[config.mk]
export PLATFORM = sky130hd
export DESIGN_NAME = event_publish_subscribe_queue
export DESIGN_NICKNAME = d
export VERILOG_FILES = /design/src/hw/rtl/epsq_pkg.sv /design/src/hw/rtl/event_publish_subscribe_queue.sv
export SDC_FILE = /design/constraint.sdc
export NUM_CORES = 2
export LEC_CHECK = 0
export ABC_CLOCK_PERIOD_IN_PS = 15770
export BUFFER_PORTS_ARGS = -buffer_cell sky130_fd_sc_hd__buf_2
export CORE_MARGIN = 10
export CORE_UTILIZATION = 50
export DETAILED_ROUTE_END_ITERATION = 10
export PLACE_DENSITY = 0.66
export SLEW_MARGIN = 0
export SYNTH_ARGS = -nofsm -noshare
export SYNTH_HDL_FRONTEND = slang
export SYNTH_SLANG_ARGS = --single-unit
[constraint.sdc]
create_clock -name aclk -period 15.77 [get_ports aclk]
set_clock_uncertainty 0.1 [all_clocks]
set_input_delay 3.154 -clock aclk [delete_from_list [all_inputs] [get_ports aclk]]
set_output_delay 3.154 -clock aclk [all_outputs]
set_load 0.01 [all_outputs]
[src/hw/rtl/epsq_pkg.sv]
`default_nettype none

package epsq_pkg;

    localparam int MODE_W   = 2;
    localparam int STATUS_W = 2;
    localparam int EVENT_W  = 16;
    localparam int HANDLE_W = 8;
    localparam int DATA_W   = 32;

    localparam logic [MODE_W-1:0] MODE_SUBSCRIBE   = 2'd0;
    localparam logic [MODE_W-1:0] MODE_UNSUBSCRIBE = 2'd1;
    localparam logic [MODE_W-1:0] MODE_PUBLISH     = 2'd2;
    localparam logic [MODE_W-1:0] MODE_PROCESS     = 2'd3;

    localparam logic [STATUS_W-1:0] STATUS_OK       = 2'd0;
    localparam logic [STATUS_W-1:0] STATUS_REJECTED = 2'd1;
    localparam logic [STATUS_W-1:0] STATUS_EMPTY    = 2'd2;
    localparam logic [STATUS_W-1:0] STATUS_NO_SUBS  = 2'd3;

endpackage

`default_nettype wire

[src/hw/rtl/event_publish_subscribe_queue.sv]
`default_nettype none

// Publish/subscribe event queue.
// Input channel (s_*): one command per transfer. s_mode selects subscribe,
// unsubscribe, publish or process; s_event_id, s_subscriber and s_payload
// carry the operands. s_ready is high only while the sequencer is idle, so
// the next command is taken the cycle after the last result transfer.
// Result channel (m_*): subscribe, unsubscribe, publish and an empty or
// unsubscribed process give one transfer with m_last set. A process of an
// event with n subscribers gives n deliveries in list order, m_last on the
// final one. m_pending is the queue fill after the command.
// Steps per command: the slot search reads and compares the used slots in
// order until one matches. publish writes the ring; subscribe searches and
// then writes a handle, or rejects a null handle at once. unsubscribe
// searches, then reads and compares the listed handles in order; on a match
// the last handle is read and moved into the matched place. process answers
// an empty queue at once, else reads the queue head, searches, decides, and
// for each delivery reads the handle, loads the output and offers the result.
// A stalled receiver holds the sequencer in its result state with the result
// registers unchanged. Reset (aresetn low, synchronous) empties the queue and
// the event table; the memories are not cleared and need no clearing pass.
module event_publish_subscribe_queue import epsq_pkg::*; #(
    parameter int EVENT_SLOTS    = 8,
    parameter int SUBS_PER_EVENT = 8,
    parameter int QUEUE_DEPTH    = 16,
    localparam int FW            = $clog2(QUEUE_DEPTH + 1)
) (
    input  wire logic                 aclk,
    input  wire logic                 aresetn,

    input  wire logic                 s_valid,
    output logic                      s_ready,
    input  wire logic [MODE_W-1:0]    s_mode,
    input  wire logic [EVENT_W-1:0]   s_event_id,
    input  wire logic [HANDLE_W-1:0]  s_subscriber,
    input  wire logic [DATA_W-1:0]    s_payload,

    output logic                      m_valid,
    input  wire logic                 m_ready,
    output logic [STATUS_W-1:0]       m_status,
    output logic                      m_deliver,
    output logic [HANDLE_W-1:0]       m_target,
    output logic [EVENT_W-1:0]        m_out_event,
    output logic [DATA_W-1:0]         m_out_payload,
    output logic                      m_last,
    output logic [FW-1:0]             m_pending
);

    // slot index, slot count, handle count, handle address, queue pointer
    localparam int SIW = (EVENT_SLOTS > 1) ? $clog2(EVENT_SLOTS) : 1;
    localparam int SCW = $clog2(EVENT_SLOTS + 1);
    localparam int CW  = $clog2(SUBS_PER_EVENT + 1);
    localparam int HAW = (EVENT_SLOTS * SUBS_PER_EVENT > 1) ?
                         $clog2(EVENT_SLOTS * SUBS_PER_EVENT) : 1;
    localparam int HND_DEPTH = EVENT_SLOTS * SUBS_PER_EVENT;
    localparam int QW  = (QUEUE_DEPTH > 1) ? $clog2(QUEUE_DEPTH) : 1;

    typedef enum logic [13:0] {
        ST_IDLE     = 14'h0001,
        ST_PUB      = 14'h0002,
        ST_FIFO_RD  = 14'h0004,
        ST_FIFO_CAP = 14'h0008,
        ST_SRCH_RD  = 14'h0010,
        ST_SRCH_CMP = 14'h0020,
        ST_DECIDE   = 14'h0040,
        ST_H_RD     = 14'h0080,
        ST_H_CMP    = 14'h0100,
        ST_LAST_RD  = 14'h0200,
        ST_SWAP     = 14'h0400,
        ST_D_RD     = 14'h0800,
        ST_D_LOAD   = 14'h1000,
        ST_RESP     = 14'h2000
    } state_t;

    // memories
    logic [EVENT_W-1:0]  slot_ev_mem  [EVENT_SLOTS];
    logic [CW-1:0]       slot_cnt_mem [EVENT_SLOTS];
    logic [HANDLE_W-1:0] hnd_mem      [HND_DEPTH];
    logic [EVENT_W-1:0]  fifo_ev_mem  [QUEUE_DEPTH];
    logic [DATA_W-1:0]   fifo_pay_mem [QUEUE_DEPTH];

    logic [EVENT_W-1:0]  slot_ev_rdata;
    logic [CW-1:0]       slot_cnt_rdata;
    logic [HANDLE_W-1:0] hnd_rdata;
    logic [EVENT_W-1:0]  fifo_ev_rdata;
    logic [DATA_W-1:0]   fifo_pay_rdata;

    logic                slot_re, slot_we, cnt_we, hnd_re, hnd_we, fifo_re, fifo_we;
    logic [SIW-1:0]      slot_raddr, slot_waddr, cnt_waddr;
    logic [CW-1:0]       cnt_wdata;
    logic [HAW-1:0]      hnd_raddr, hnd_waddr;
    logic [HANDLE_W-1:0] hnd_wdata;

    // control registers
    state_t              state_reg, state_next;
    logic [SCW-1:0]      slots_used_reg, slots_used_next;
    logic [QW-1:0]       rd_ptr_reg, rd_ptr_next;
    logic [QW-1:0]       wr_ptr_reg, wr_ptr_next;
    logic [FW-1:0]       fill_reg, fill_next;

    // working registers
    logic [MODE_W-1:0]   op_reg, op_next;
    logic [EVENT_W-1:0]  key_reg, key_next;
    logic [HANDLE_W-1:0] sub_reg, sub_next;
    logic [DATA_W-1:0]   pay_reg, pay_next;
    logic [SCW-1:0]      idx_reg, idx_next;
    logic                found_reg, found_next;
    logic [SIW-1:0]      slot_reg, slot_next;
    logic [CW-1:0]       cnt_reg, cnt_next;
    logic [HAW-1:0]      base_reg, base_next;
    logic [CW-1:0]       i_reg, i_next;

    // result registers
    logic [STATUS_W-1:0] status_reg, status_next;
    logic                deliver_reg, deliver_next;
    logic [HANDLE_W-1:0] target_reg, target_next;
    logic [EVENT_W-1:0]  oev_reg, oev_next;
    logic [DATA_W-1:0]   opay_reg, opay_next;
    logic                last_reg, last_next;

    // simple one-transfer result
    logic                load_simple;
    logic [STATUS_W-1:0] load_status;

    // slot decision helpers
    logic [SIW-1:0]      sel_slot;
    logic [CW-1:0]       sel_cnt;
    logic [HAW-1:0]      base_calc;

    assign sel_slot  = found_reg ? slot_reg : idx_reg[SIW-1:0];
    assign sel_cnt   = found_reg ? cnt_reg : '0;
    assign base_calc = HAW'(sel_slot) * HAW'(SUBS_PER_EVENT);

    always_comb begin
        state_next      = state_reg;
        slots_used_next = slots_used_reg;
        rd_ptr_next     = rd_ptr_reg;
        wr_ptr_next     = wr_ptr_reg;
        fill_next       = fill_reg;
        op_next         = op_reg;
        key_next        = key_reg;
        sub_next        = sub_reg;
        pay_next        = pay_reg;
        idx_next        = idx_reg;
        found_next      = found_reg;
        slot_next       = slot_reg;
        cnt_next        = cnt_reg;
        base_next       = base_reg;
        i_next          = i_reg;
        status_next     = status_reg;
        deliver_next    = deliver_reg;
        target_next     = target_reg;
        oev_next        = oev_reg;
        opay_next       = opay_reg;
        last_next       = last_reg;

        load_simple = 1'b0;
        load_status = STATUS_OK;
        slot_re     = 1'b0;
        slot_we     = 1'b0;
        cnt_we      = 1'b0;
        hnd_re      = 1'b0;
        hnd_we      = 1'b0;
        fifo_re     = 1'b0;
        fifo_we     = 1'b0;
        slot_raddr  = idx_reg[SIW-1:0];
        slot_waddr  = sel_slot;
        cnt_waddr   = sel_slot;
        cnt_wdata   = sel_cnt + CW'(1);
        hnd_raddr   = base_reg + HAW'(i_reg);
        hnd_waddr   = base_calc + HAW'(sel_cnt);
        hnd_wdata   = sub_reg;

        case (state_reg)
            ST_IDLE: begin
                if (s_valid) begin
                    op_next    = s_mode;
                    key_next   = s_event_id;
                    sub_next   = s_subscriber;
                    pay_next   = s_payload;
                    idx_next   = '0;
                    found_next = 1'b0;
                    case (s_mode)
                        MODE_SUBSCRIBE: begin
                            if (s_subscriber == '0) begin
                                load_simple = 1'b1;
                                load_status = STATUS_REJECTED;
                                state_next  = ST_RESP;
                            end else begin
                                state_next = ST_SRCH_RD;
                            end
                        end
                        MODE_UNSUBSCRIBE: state_next = ST_SRCH_RD;
                        MODE_PUBLISH:     state_next = ST_PUB;
                        default: begin
                            if (fill_reg == '0) begin
                                load_simple = 1'b1;
                                load_status = STATUS_EMPTY;
                                state_next  = ST_RESP;
                            end else begin
                                state_next = ST_FIFO_RD;
                            end
                        end
                    endcase
                end
            end
            ST_PUB: begin
                load_simple = 1'b1;
                state_next  = ST_RESP;
                if (fill_reg == FW'(QUEUE_DEPTH)) begin
                    load_status = STATUS_REJECTED;
                end else begin
                    fifo_we     = 1'b1;
                    wr_ptr_next = (wr_ptr_reg == QW'(QUEUE_DEPTH - 1)) ? '0
                                                                       : wr_ptr_reg + QW'(1);
                    fill_next   = fill_reg + FW'(1);
                end
            end
            ST_FIFO_RD: begin
                fifo_re     = 1'b1;
                rd_ptr_next = (rd_ptr_reg == QW'(QUEUE_DEPTH - 1)) ? '0
                                                                   : rd_ptr_reg + QW'(1);
                fill_next   = fill_reg - FW'(1);
                state_next  = ST_FIFO_CAP;
            end
            ST_FIFO_CAP: begin
                key_next   = fifo_ev_rdata;
                pay_next   = fifo_pay_rdata;
                state_next = ST_SRCH_RD;
            end
            ST_SRCH_RD: begin
                if (idx_reg == slots_used_reg) begin
                    state_next = ST_DECIDE;
                end else begin
                    slot_re    = 1'b1;
                    state_next = ST_SRCH_CMP;
                end
            end
            ST_SRCH_CMP: begin
                if (slot_ev_rdata == key_reg) begin
                    found_next = 1'b1;
                    slot_next  = idx_reg[SIW-1:0];
                    cnt_next   = slot_cnt_rdata;
                    state_next = ST_DECIDE;
                end else begin
                    idx_next   = idx_reg + SCW'(1);
                    state_next = ST_SRCH_RD;
                end
            end
            ST_DECIDE: begin
                slot_next = sel_slot;
                base_next = base_calc;
                i_next    = '0;
                case (op_reg)
                    MODE_SUBSCRIBE: begin
                        load_simple = 1'b1;
                        state_next  = ST_RESP;
                        if ((!found_reg && slots_used_reg == SCW'(EVENT_SLOTS)) ||
                            (found_reg && cnt_reg == CW'(SUBS_PER_EVENT))) begin
                            load_status = STATUS_REJECTED;
                        end else begin
                            hnd_we = 1'b1;
                            cnt_we = 1'b1;
                            if (!found_reg) begin
                                slot_we         = 1'b1;
                                slots_used_next = slots_used_reg + SCW'(1);
                            end
                        end
                    end
                    MODE_UNSUBSCRIBE: begin
                        if (!found_reg) begin
                            load_simple = 1'b1;
                            load_status = STATUS_REJECTED;
                            state_next  = ST_RESP;
                        end else begin
                            state_next = ST_H_RD;
                        end
                    end
                    default: begin
                        if (!found_reg || cnt_reg == '0) begin
                            status_next  = STATUS_NO_SUBS;
                            deliver_next = 1'b0;
                            target_next  = '0;
                            oev_next     = key_reg;
                            opay_next    = pay_reg;
                            last_next    = 1'b1;
                            state_next   = ST_RESP;
                        end else begin
                            state_next = ST_D_RD;
                        end
                    end
                endcase
            end
            ST_H_RD: begin
                if (i_reg == cnt_reg) begin
                    load_simple = 1'b1;
                    load_status = STATUS_REJECTED;
                    state_next  = ST_RESP;
                end else begin
                    hnd_re     = 1'b1;
                    state_next = ST_H_CMP;
                end
            end
            ST_H_CMP: begin
                if (hnd_rdata == sub_reg) begin
                    state_next = ST_LAST_RD;
                end else begin
                    i_next     = i_reg + CW'(1);
                    state_next = ST_H_RD;
                end
            end
            ST_LAST_RD: begin
                hnd_re     = 1'b1;
                hnd_raddr  = base_reg + HAW'(cnt_reg - CW'(1));
                state_next = ST_SWAP;
            end
            ST_SWAP: begin
                // last handle moves into the matched place
                hnd_we      = 1'b1;
                hnd_waddr   = base_reg + HAW'(i_reg);
                hnd_wdata   = hnd_rdata;
                cnt_we      = 1'b1;
                cnt_waddr   = slot_reg;
                cnt_wdata   = cnt_reg - CW'(1);
                load_simple = 1'b1;
                state_next  = ST_RESP;
            end
            ST_D_RD: begin
                hnd_re     = 1'b1;
                state_next = ST_D_LOAD;
            end
            ST_D_LOAD: begin
                status_next  = STATUS_OK;
                deliver_next = 1'b1;
                target_next  = hnd_rdata;
                oev_next     = key_reg;
                opay_next    = pay_reg;
                last_next    = ((i_reg + CW'(1)) == cnt_reg);
                state_next   = ST_RESP;
            end
            ST_RESP: begin
                if (m_ready) begin
                    if (deliver_reg && !last_reg) begin
                        i_next     = i_reg + CW'(1);
                        state_next = ST_D_RD;
                    end else begin
                        state_next = ST_IDLE;
                    end
                end
            end
            default: state_next = ST_IDLE;
        endcase

        if (load_simple) begin
            status_next  = load_status;
            deliver_next = 1'b0;
            target_next  = '0;
            oev_next     = '0;
            opay_next    = '0;
            last_next    = 1'b1;
        end
    end

    always_ff @(posedge aclk) begin
        if (!aresetn) begin
            state_reg      <= ST_IDLE;
            slots_used_reg <= '0;
            rd_ptr_reg     <= '0;
            wr_ptr_reg     <= '0;
            fill_reg       <= '0;
        end else begin
            state_reg      <= state_next;
            slots_used_reg <= slots_used_next;
            rd_ptr_reg     <= rd_ptr_next;
            wr_ptr_reg     <= wr_ptr_next;
            fill_reg       <= fill_next;
        end
    end

    always_ff @(posedge aclk) begin
        op_reg      <= op_next;
        key_reg     <= key_next;
        sub_reg     <= sub_next;
        pay_reg     <= pay_next;
        idx_reg     <= idx_next;
        found_reg   <= found_next;
        slot_reg    <= slot_next;
        cnt_reg     <= cnt_next;
        base_reg    <= base_next;
        i_reg       <= i_next;
        status_reg  <= status_next;
        deliver_reg <= deliver_next;
        target_reg  <= target_next;
        oev_reg     <= oev_next;
        opay_reg    <= opay_next;
        last_reg    <= last_next;
    end

    // event table
    always_ff @(posedge aclk) begin
        if (slot_we) begin
            slot_ev_mem[slot_waddr] <= key_reg;
        end
        if (cnt_we) begin
            slot_cnt_mem[cnt_waddr] <= cnt_wdata;
        end
        if (slot_re) begin
            slot_ev_rdata  <= slot_ev_mem[slot_raddr];
            slot_cnt_rdata <= slot_cnt_mem[slot_raddr];
        end
    end

    // subscriber handle lists
    always_ff @(posedge aclk) begin
        if (hnd_we) begin
            hnd_mem[hnd_waddr] <= hnd_wdata;
        end
        if (hnd_re) begin
            hnd_rdata <= hnd_mem[hnd_raddr];
        end
    end

    // message ring
    always_ff @(posedge aclk) begin
        if (fifo_we) begin
            fifo_ev_mem[wr_ptr_reg]  <= key_reg;
            fifo_pay_mem[wr_ptr_reg] <= pay_reg;
        end
        if (fifo_re) begin
            fifo_ev_rdata  <= fifo_ev_mem[rd_ptr_reg];
            fifo_pay_rdata <= fifo_pay_mem[rd_ptr_reg];
        end
    end

    assign s_ready       = (state_reg == ST_IDLE);
    assign m_valid       = (state_reg == ST_RESP);
    assign m_status      = status_reg;
    assign m_deliver     = deliver_reg;
    assign m_target      = target_reg;
    assign m_out_event   = oev_reg;
    assign m_out_payload = opay_reg;
    assign m_last        = last_reg;
    assign m_pending     = fill_reg;

endmodule

`default_nettype wire

# == Word-level counts from Yosys, hierarchy flattened ==
# Memory sizes are Yosys's and may differ from the RTL's. A register that Yosys moved wholly into a read port is not among the register bits.
# Index checks and enable logic that the tools add are counted.
# op_classes
reduce_logical,37
muxes,97
eq_ne,38
magnitude_cmp,0
shifts,0
n_mul,0
bitwise_logic,3
n_div,0
addsub,13
# op_table
cell,n
case mux 14 bit (12 select lines),1
case mux 32 bit (2 select lines),2
2-to-1 mux 14 bit,7
2-to-1 mux 32 bit,3
case mux 16 bit (2 select lines),2
2-to-1 mux 16 bit,3
case mux 14 bit (3 select lines),1
2-to-1 mux 4 bit,9
2-to-1 mux 1 bit,33
case mux 14 bit (2 select lines),1
"adder 4 x 1 -> 4 bit, second input constant",6
2-to-1 mux 8 bit,3
equality test 16 bit,1
"equality test 4 bit, second input constant",4
case mux 1 bit (2 select lines),8
case mux 8 bit (2 select lines),1
"equality test 14 x 1 -> 1 bit, second input constant",1
"equality test 14 x 10 -> 1 bit, second input constant",1
"equality test 14 x 11 -> 1 bit, second input constant",1
"equality test 14 x 12 -> 1 bit, second input constant",1
"equality test 14 x 13 -> 1 bit, second input constant",1
"equality test 14 bit, second input constant",1
"equality test 14 x 2 -> 1 bit, second input constant",1
"equality test 14 x 3 -> 1 bit, second input constant",1
other kinds (49),95
# word_totals
input_bits,62
mem_count,5
wordCells,214
regBits,168
latch_bits,0
romBits,0
ramBits,1440
# memory_table
name,depth,width,read_ports,rd_ports_with_merged_regs,write_ports,line,source
fifo_pay_mem,16,32,1,1,1,event_publish_subscribe_queue.sv:80,logic [DATA_W-1:0] fifo_pay_mem [QUEUE_DEPTH];
hnd_mem,64,8,1,1,1,event_publish_subscribe_queue.sv:78,logic [HANDLE_W-1:0] hnd_mem [HND_DEPTH];
fifo_ev_mem,16,16,1,1,1,event_publish_subscribe_queue.sv:79,logic [EVENT_W-1:0] fifo_ev_mem [QUEUE_DEPTH];
slot_ev_mem,8,16,1,1,1,event_publish_subscribe_queue.sv:76,logic [EVENT_W-1:0] slot_ev_mem [EVENT_SLOTS];
slot_cnt_mem,8,4,1,1,1,event_publish_subscribe_queue.sv:77,logic [CW-1:0] slot_cnt_mem [EVENT_SLOTS];

# == Logic depth before layout (Yosys ltp) ==
# depth
depth_word,8
mapped_depth,14
ltp_nobuf,12

# == Least setup slack after synthesis ==
# No wires, ideal clock.
# synth_path
path_type,reg2reg
from,register state_reg[0]
to,"memory fifo_ev_mem[3][0], enable pin"
setup_slack_ps,9729
arrival_time_ps,5428
required_ps,15157
path_stages_with_launch,7
period_less_slack_ps,6041
setup_ps,513
n_path_buf,1
path_cell_list,dfxtp_1 > or4_1 > buf_2 > or2_2 > nor4b_2 > nand2_1 > nor3_1
# synth_via
elab_chain_cells,4
# synth_rtl
element,line,source
start: declaration,event_publish_subscribe_queue.sv:95,"state_t state_reg, state_next;"
start signal: assignment,event_publish_subscribe_queue.sv:372,state_reg <= state_next;
equality test 14 x 2 -> 1 bit,event_publish_subscribe_queue.sv:174,case (state_reg)
2-to-1 mux 1 bit,event_publish_subscribe_queue.sv:174,
2-to-1 mux 1 bit,event_publish_subscribe_queue.sv:425,if (fifo_we) begin
2-to-1 mux 1 bit (not written as such),event_publish_subscribe_queue.sv:426,fifo_ev_mem[wr_ptr_reg] <= key_reg;
end: declaration,event_publish_subscribe_queue.sv:79,
# Every way passes these cells.

# == Final worst setup path ==
# layout_path
from,register state_reg[5]
to,output port s_ready
# layout_via
elab_chain_cells,1
# layout_rtl
element,line,source
equality test 14 x 1 -> 1 bit,event_publish_subscribe_queue.sv:435,assign s_ready = (state_reg == ST_IDLE);
end: declaration,event_publish_subscribe_queue.sv:32,"output logic s_ready,"
# Every way passes these cells.

==> results_dict.tcl <==
set metrics [dict create \
    status "completed" \
    htreeDepth 4 \
    avgSynthCellArea_sq_um 17.9 \
    fin_util 0.565 \
    met3_length_microns 13200 \
    hold_path_depth 0 \
    synthFlopType "edfxtp_1" \
    post-dp-hpwl_microns 86000 \
    wirelength_microns 155000 \
    synthCells 3682 \
    dr_wl_met2_microns 71500 \
    portBuffers 128 \
    clk-insertion-delay-late_ps 780 \
    antenna_found_initial 2 \
    synth_fa_ha_area_frac 0.00422 \
    first_global_vias 34500 \
    hold_end "cnt_reg[1]$_DFFE_PP_" \
    layout-drive-gt1-share 0.222 \
    syn-num-nets 3765 \
    place.gp.congestion 0.856 \
    cap_violations 0 \
    cp_max_fo 8 \
    yosys-mux-area-fraction 0.125 \
    drtIter0Drc 4193 \
    rows 133 \
    rsz0062_at_grt "false" \
    clock_path_buffers 3 \
    grt_pass1_wl_microns 230000 \
    placedCellCount 5460 \
    worstSetupPathType "register to output pin" \
    ctsResizeCount 0 \
    reg_top3 "fifo_pay_mem: 512 flops, hnd_mem: 512 flops, fifo_ev_mem: 256 flops" \
    synth_top_cell_by_area "edfxtp_1" \
    track_usage 0.210 \
    io_pins 129 \
    wl_per_cell_microns 26.8 \
    hold_path_class "register to register" \
    clkSinkCount 1684 \
    synth.area.top_cells "edfxtp_1, mux4_2, dfxtp_1, nand2_1, mux2_2" \
    synthSimpleGateAreaFrac 0.0575 \
    die_h_microns 383 \
    syn_area_sq_um 65800 \
    drtAntennaViolNets 0 \
    ff2ff_path_depth 10 \
    vias_per_cell 6.02 \
    synth_edf_count 1595 \
    required_ps 12520 \
    n_fill_cell 9954 \
    cts_inserted_buffers 167 \
    fin_total_pwr_w 0.00902 \
    core_sq_um 131000 \
    drc 0 \
    synth_cell_types 72 \
    startpoint "state_reg[5]$_SDFFE_PN0P_" \
    yosysWarnings 0 \
    synth-xor-area-share 0.00785 \
    finalSetupViolCount 0 \
    cp-end-kind "output pin" \
    wirelength_met1_microns 66700 \
    clk_pin_slew_worst_paths_ps 70 \
    grt_overflow 0 \
    relSlewSlack 0.140 \
    fin_crit_sh 0.390 \
    die_area_sq_um 147000 \
    async_flop_share 0 \
    fin_crit_ps 6150 \
    regToRegSetupSlack_ps 10440 \
    synth_top_area_frac 0.728 \
    cts_tree "built" \
    grt_max_degree 127 \
    vias 34700 \
    post_cts_buffers 0 \
    postCtsHoldBufs 0 \
    clockRootBuffer "clkbuf_16" \
    critPathArrivalTime_ps 2900 \
    synth_compound_area_frac 0.0363 \
    synth_top_family_by_area "multiplexers" \
    worst_pin_slew_ps 1290 \
    layout.nets 3957 \
    first_pass_iters 6 \
    num_antenna_cells 0 \
    yosysSeqAreaShare 0.755 \
    power_density_nw_per_um2 122 \
    fin_setup_tns_ps 0 \
    synth_common_cells "edfxtp_1, nand2_1, mux4_2" \
    start_util 0.502 \
    timing.rr.start "state_reg[13]$_SDFFE_PN0P_" \
    r2r_end "hnd_rdata[2]$_DFFE_PP_" \
    max-vdd-ir-drop_uv 128 \
    ys_seq_elements 1684 \
    fmax_mhz 163 \
    post-synth-top-count-cell "edfxtp_1" \
    cp-start-kind "register" \
    fin_cells 5764 \
    synthToLayoutAreaGrowth_pct 12.5 \
    dieWidth_microns 383 \
    highest_layer "met5" \
    min_from "slot_cnt_rdata[1]$_DFFE_PP_" \
    hold_viol 0 \
    finalMaxSlewViolations 0 \
    p_leak_nw 24.1 \
]
-- cells in the final DEF (no fill, tap or decap), types with 15 or more instances in the layout --
cell and n:
mux2i_1 89, clkinv_2 31, o21ai_0 25, nand3_1 105, xor2_1 36, a22oi_1 48
nor3_1 20, edfxtp_1 1595, ha_1 19, nand2_1 400, buf_2 128, nand4_1 32
clkbuf_16 169, mux4_2 280, xnor2_1 23, clkbuf_1 36, a22o_1 15, buf_4 86
dfxtp_1 85, inv_1 30, nor2_1 176, a31oi_1 20, mux2_2 91, clkinv_1 35
a21oi_1 165, nor4_1 18
-- logic make-up after synthesis --
logic type / Yosys count
fa+ha+maj: 21
mux: 462
buf+inv: 225
compound gates: 373
flops: 1684
xor+xnor: 59
simple gates: 858
-- area by class of cell --
class / count / area [sq um] / share of cell area
well taps: 1755 / 2200 / 0.0296
inverters: 33 / 125 / 0.00169
clock inverters: 91 / 817 / 0.0110
multi-input cells: 1773 / 15500 / 0.209
repair buffers: 215 / 1310 / 0.0176
clock buffers: 213 / 4470 / 0.0604
flip-flops and latches: 1684 / 49700 / 0.671
-- power by group --
group	internal (W)	switching [W]	total (W)
registers	0.00494	0.0000444	0.00499
logic	0.0000533	0.000131	0.000185
clock network	0.00221	0.00164	0.00385
-- how the worst max path moves through the flow --
stage                     depth (start not counted)                          end  slack, ps
final                                             5                      s_ready       9620
after global routing                              5                      s_ready       9400
after CTS                                         5                      s_ready       9590
after detailed placement                          9     m_target[7]$_SDFFE_PP0P_       9780
after global placement                            9     m_target[7]$_SDFFE_PP0P_       9770
after floorplan                                   6  fifo_ev_mem[3][0]$_DFFE_PP_       9730
-- per-layer routing --
layer	GRT usage	vias up
met3	0.0462	213
met5	0	-
met2	0.316	1503
met1	0.312	18000
met4	0.0542	4
li1	-	15000
-- metrics by stage --
stage | setup WS, ps | hold WS (ps) | area, sq um
4_1_cts | 9590 | 364 | 74100
3_5_place_dp | 9780 | 317 | 68800
3_3_place_gp | 9770 | 320 | 68800
5_1_grt | 9400 | 358 | 74100
6_report | 9620 | 364 | 74100
2_1_floorplan | 9730 | 300 | 65800
-- critical path: stages (launching register included) --
cell     delay, ps
dfxtp_1        400
nor3_1         480
nand3_1        190
or3_1          400
nor3b_1        420
buf_2          230
Power figures use the tool's default switching activity.
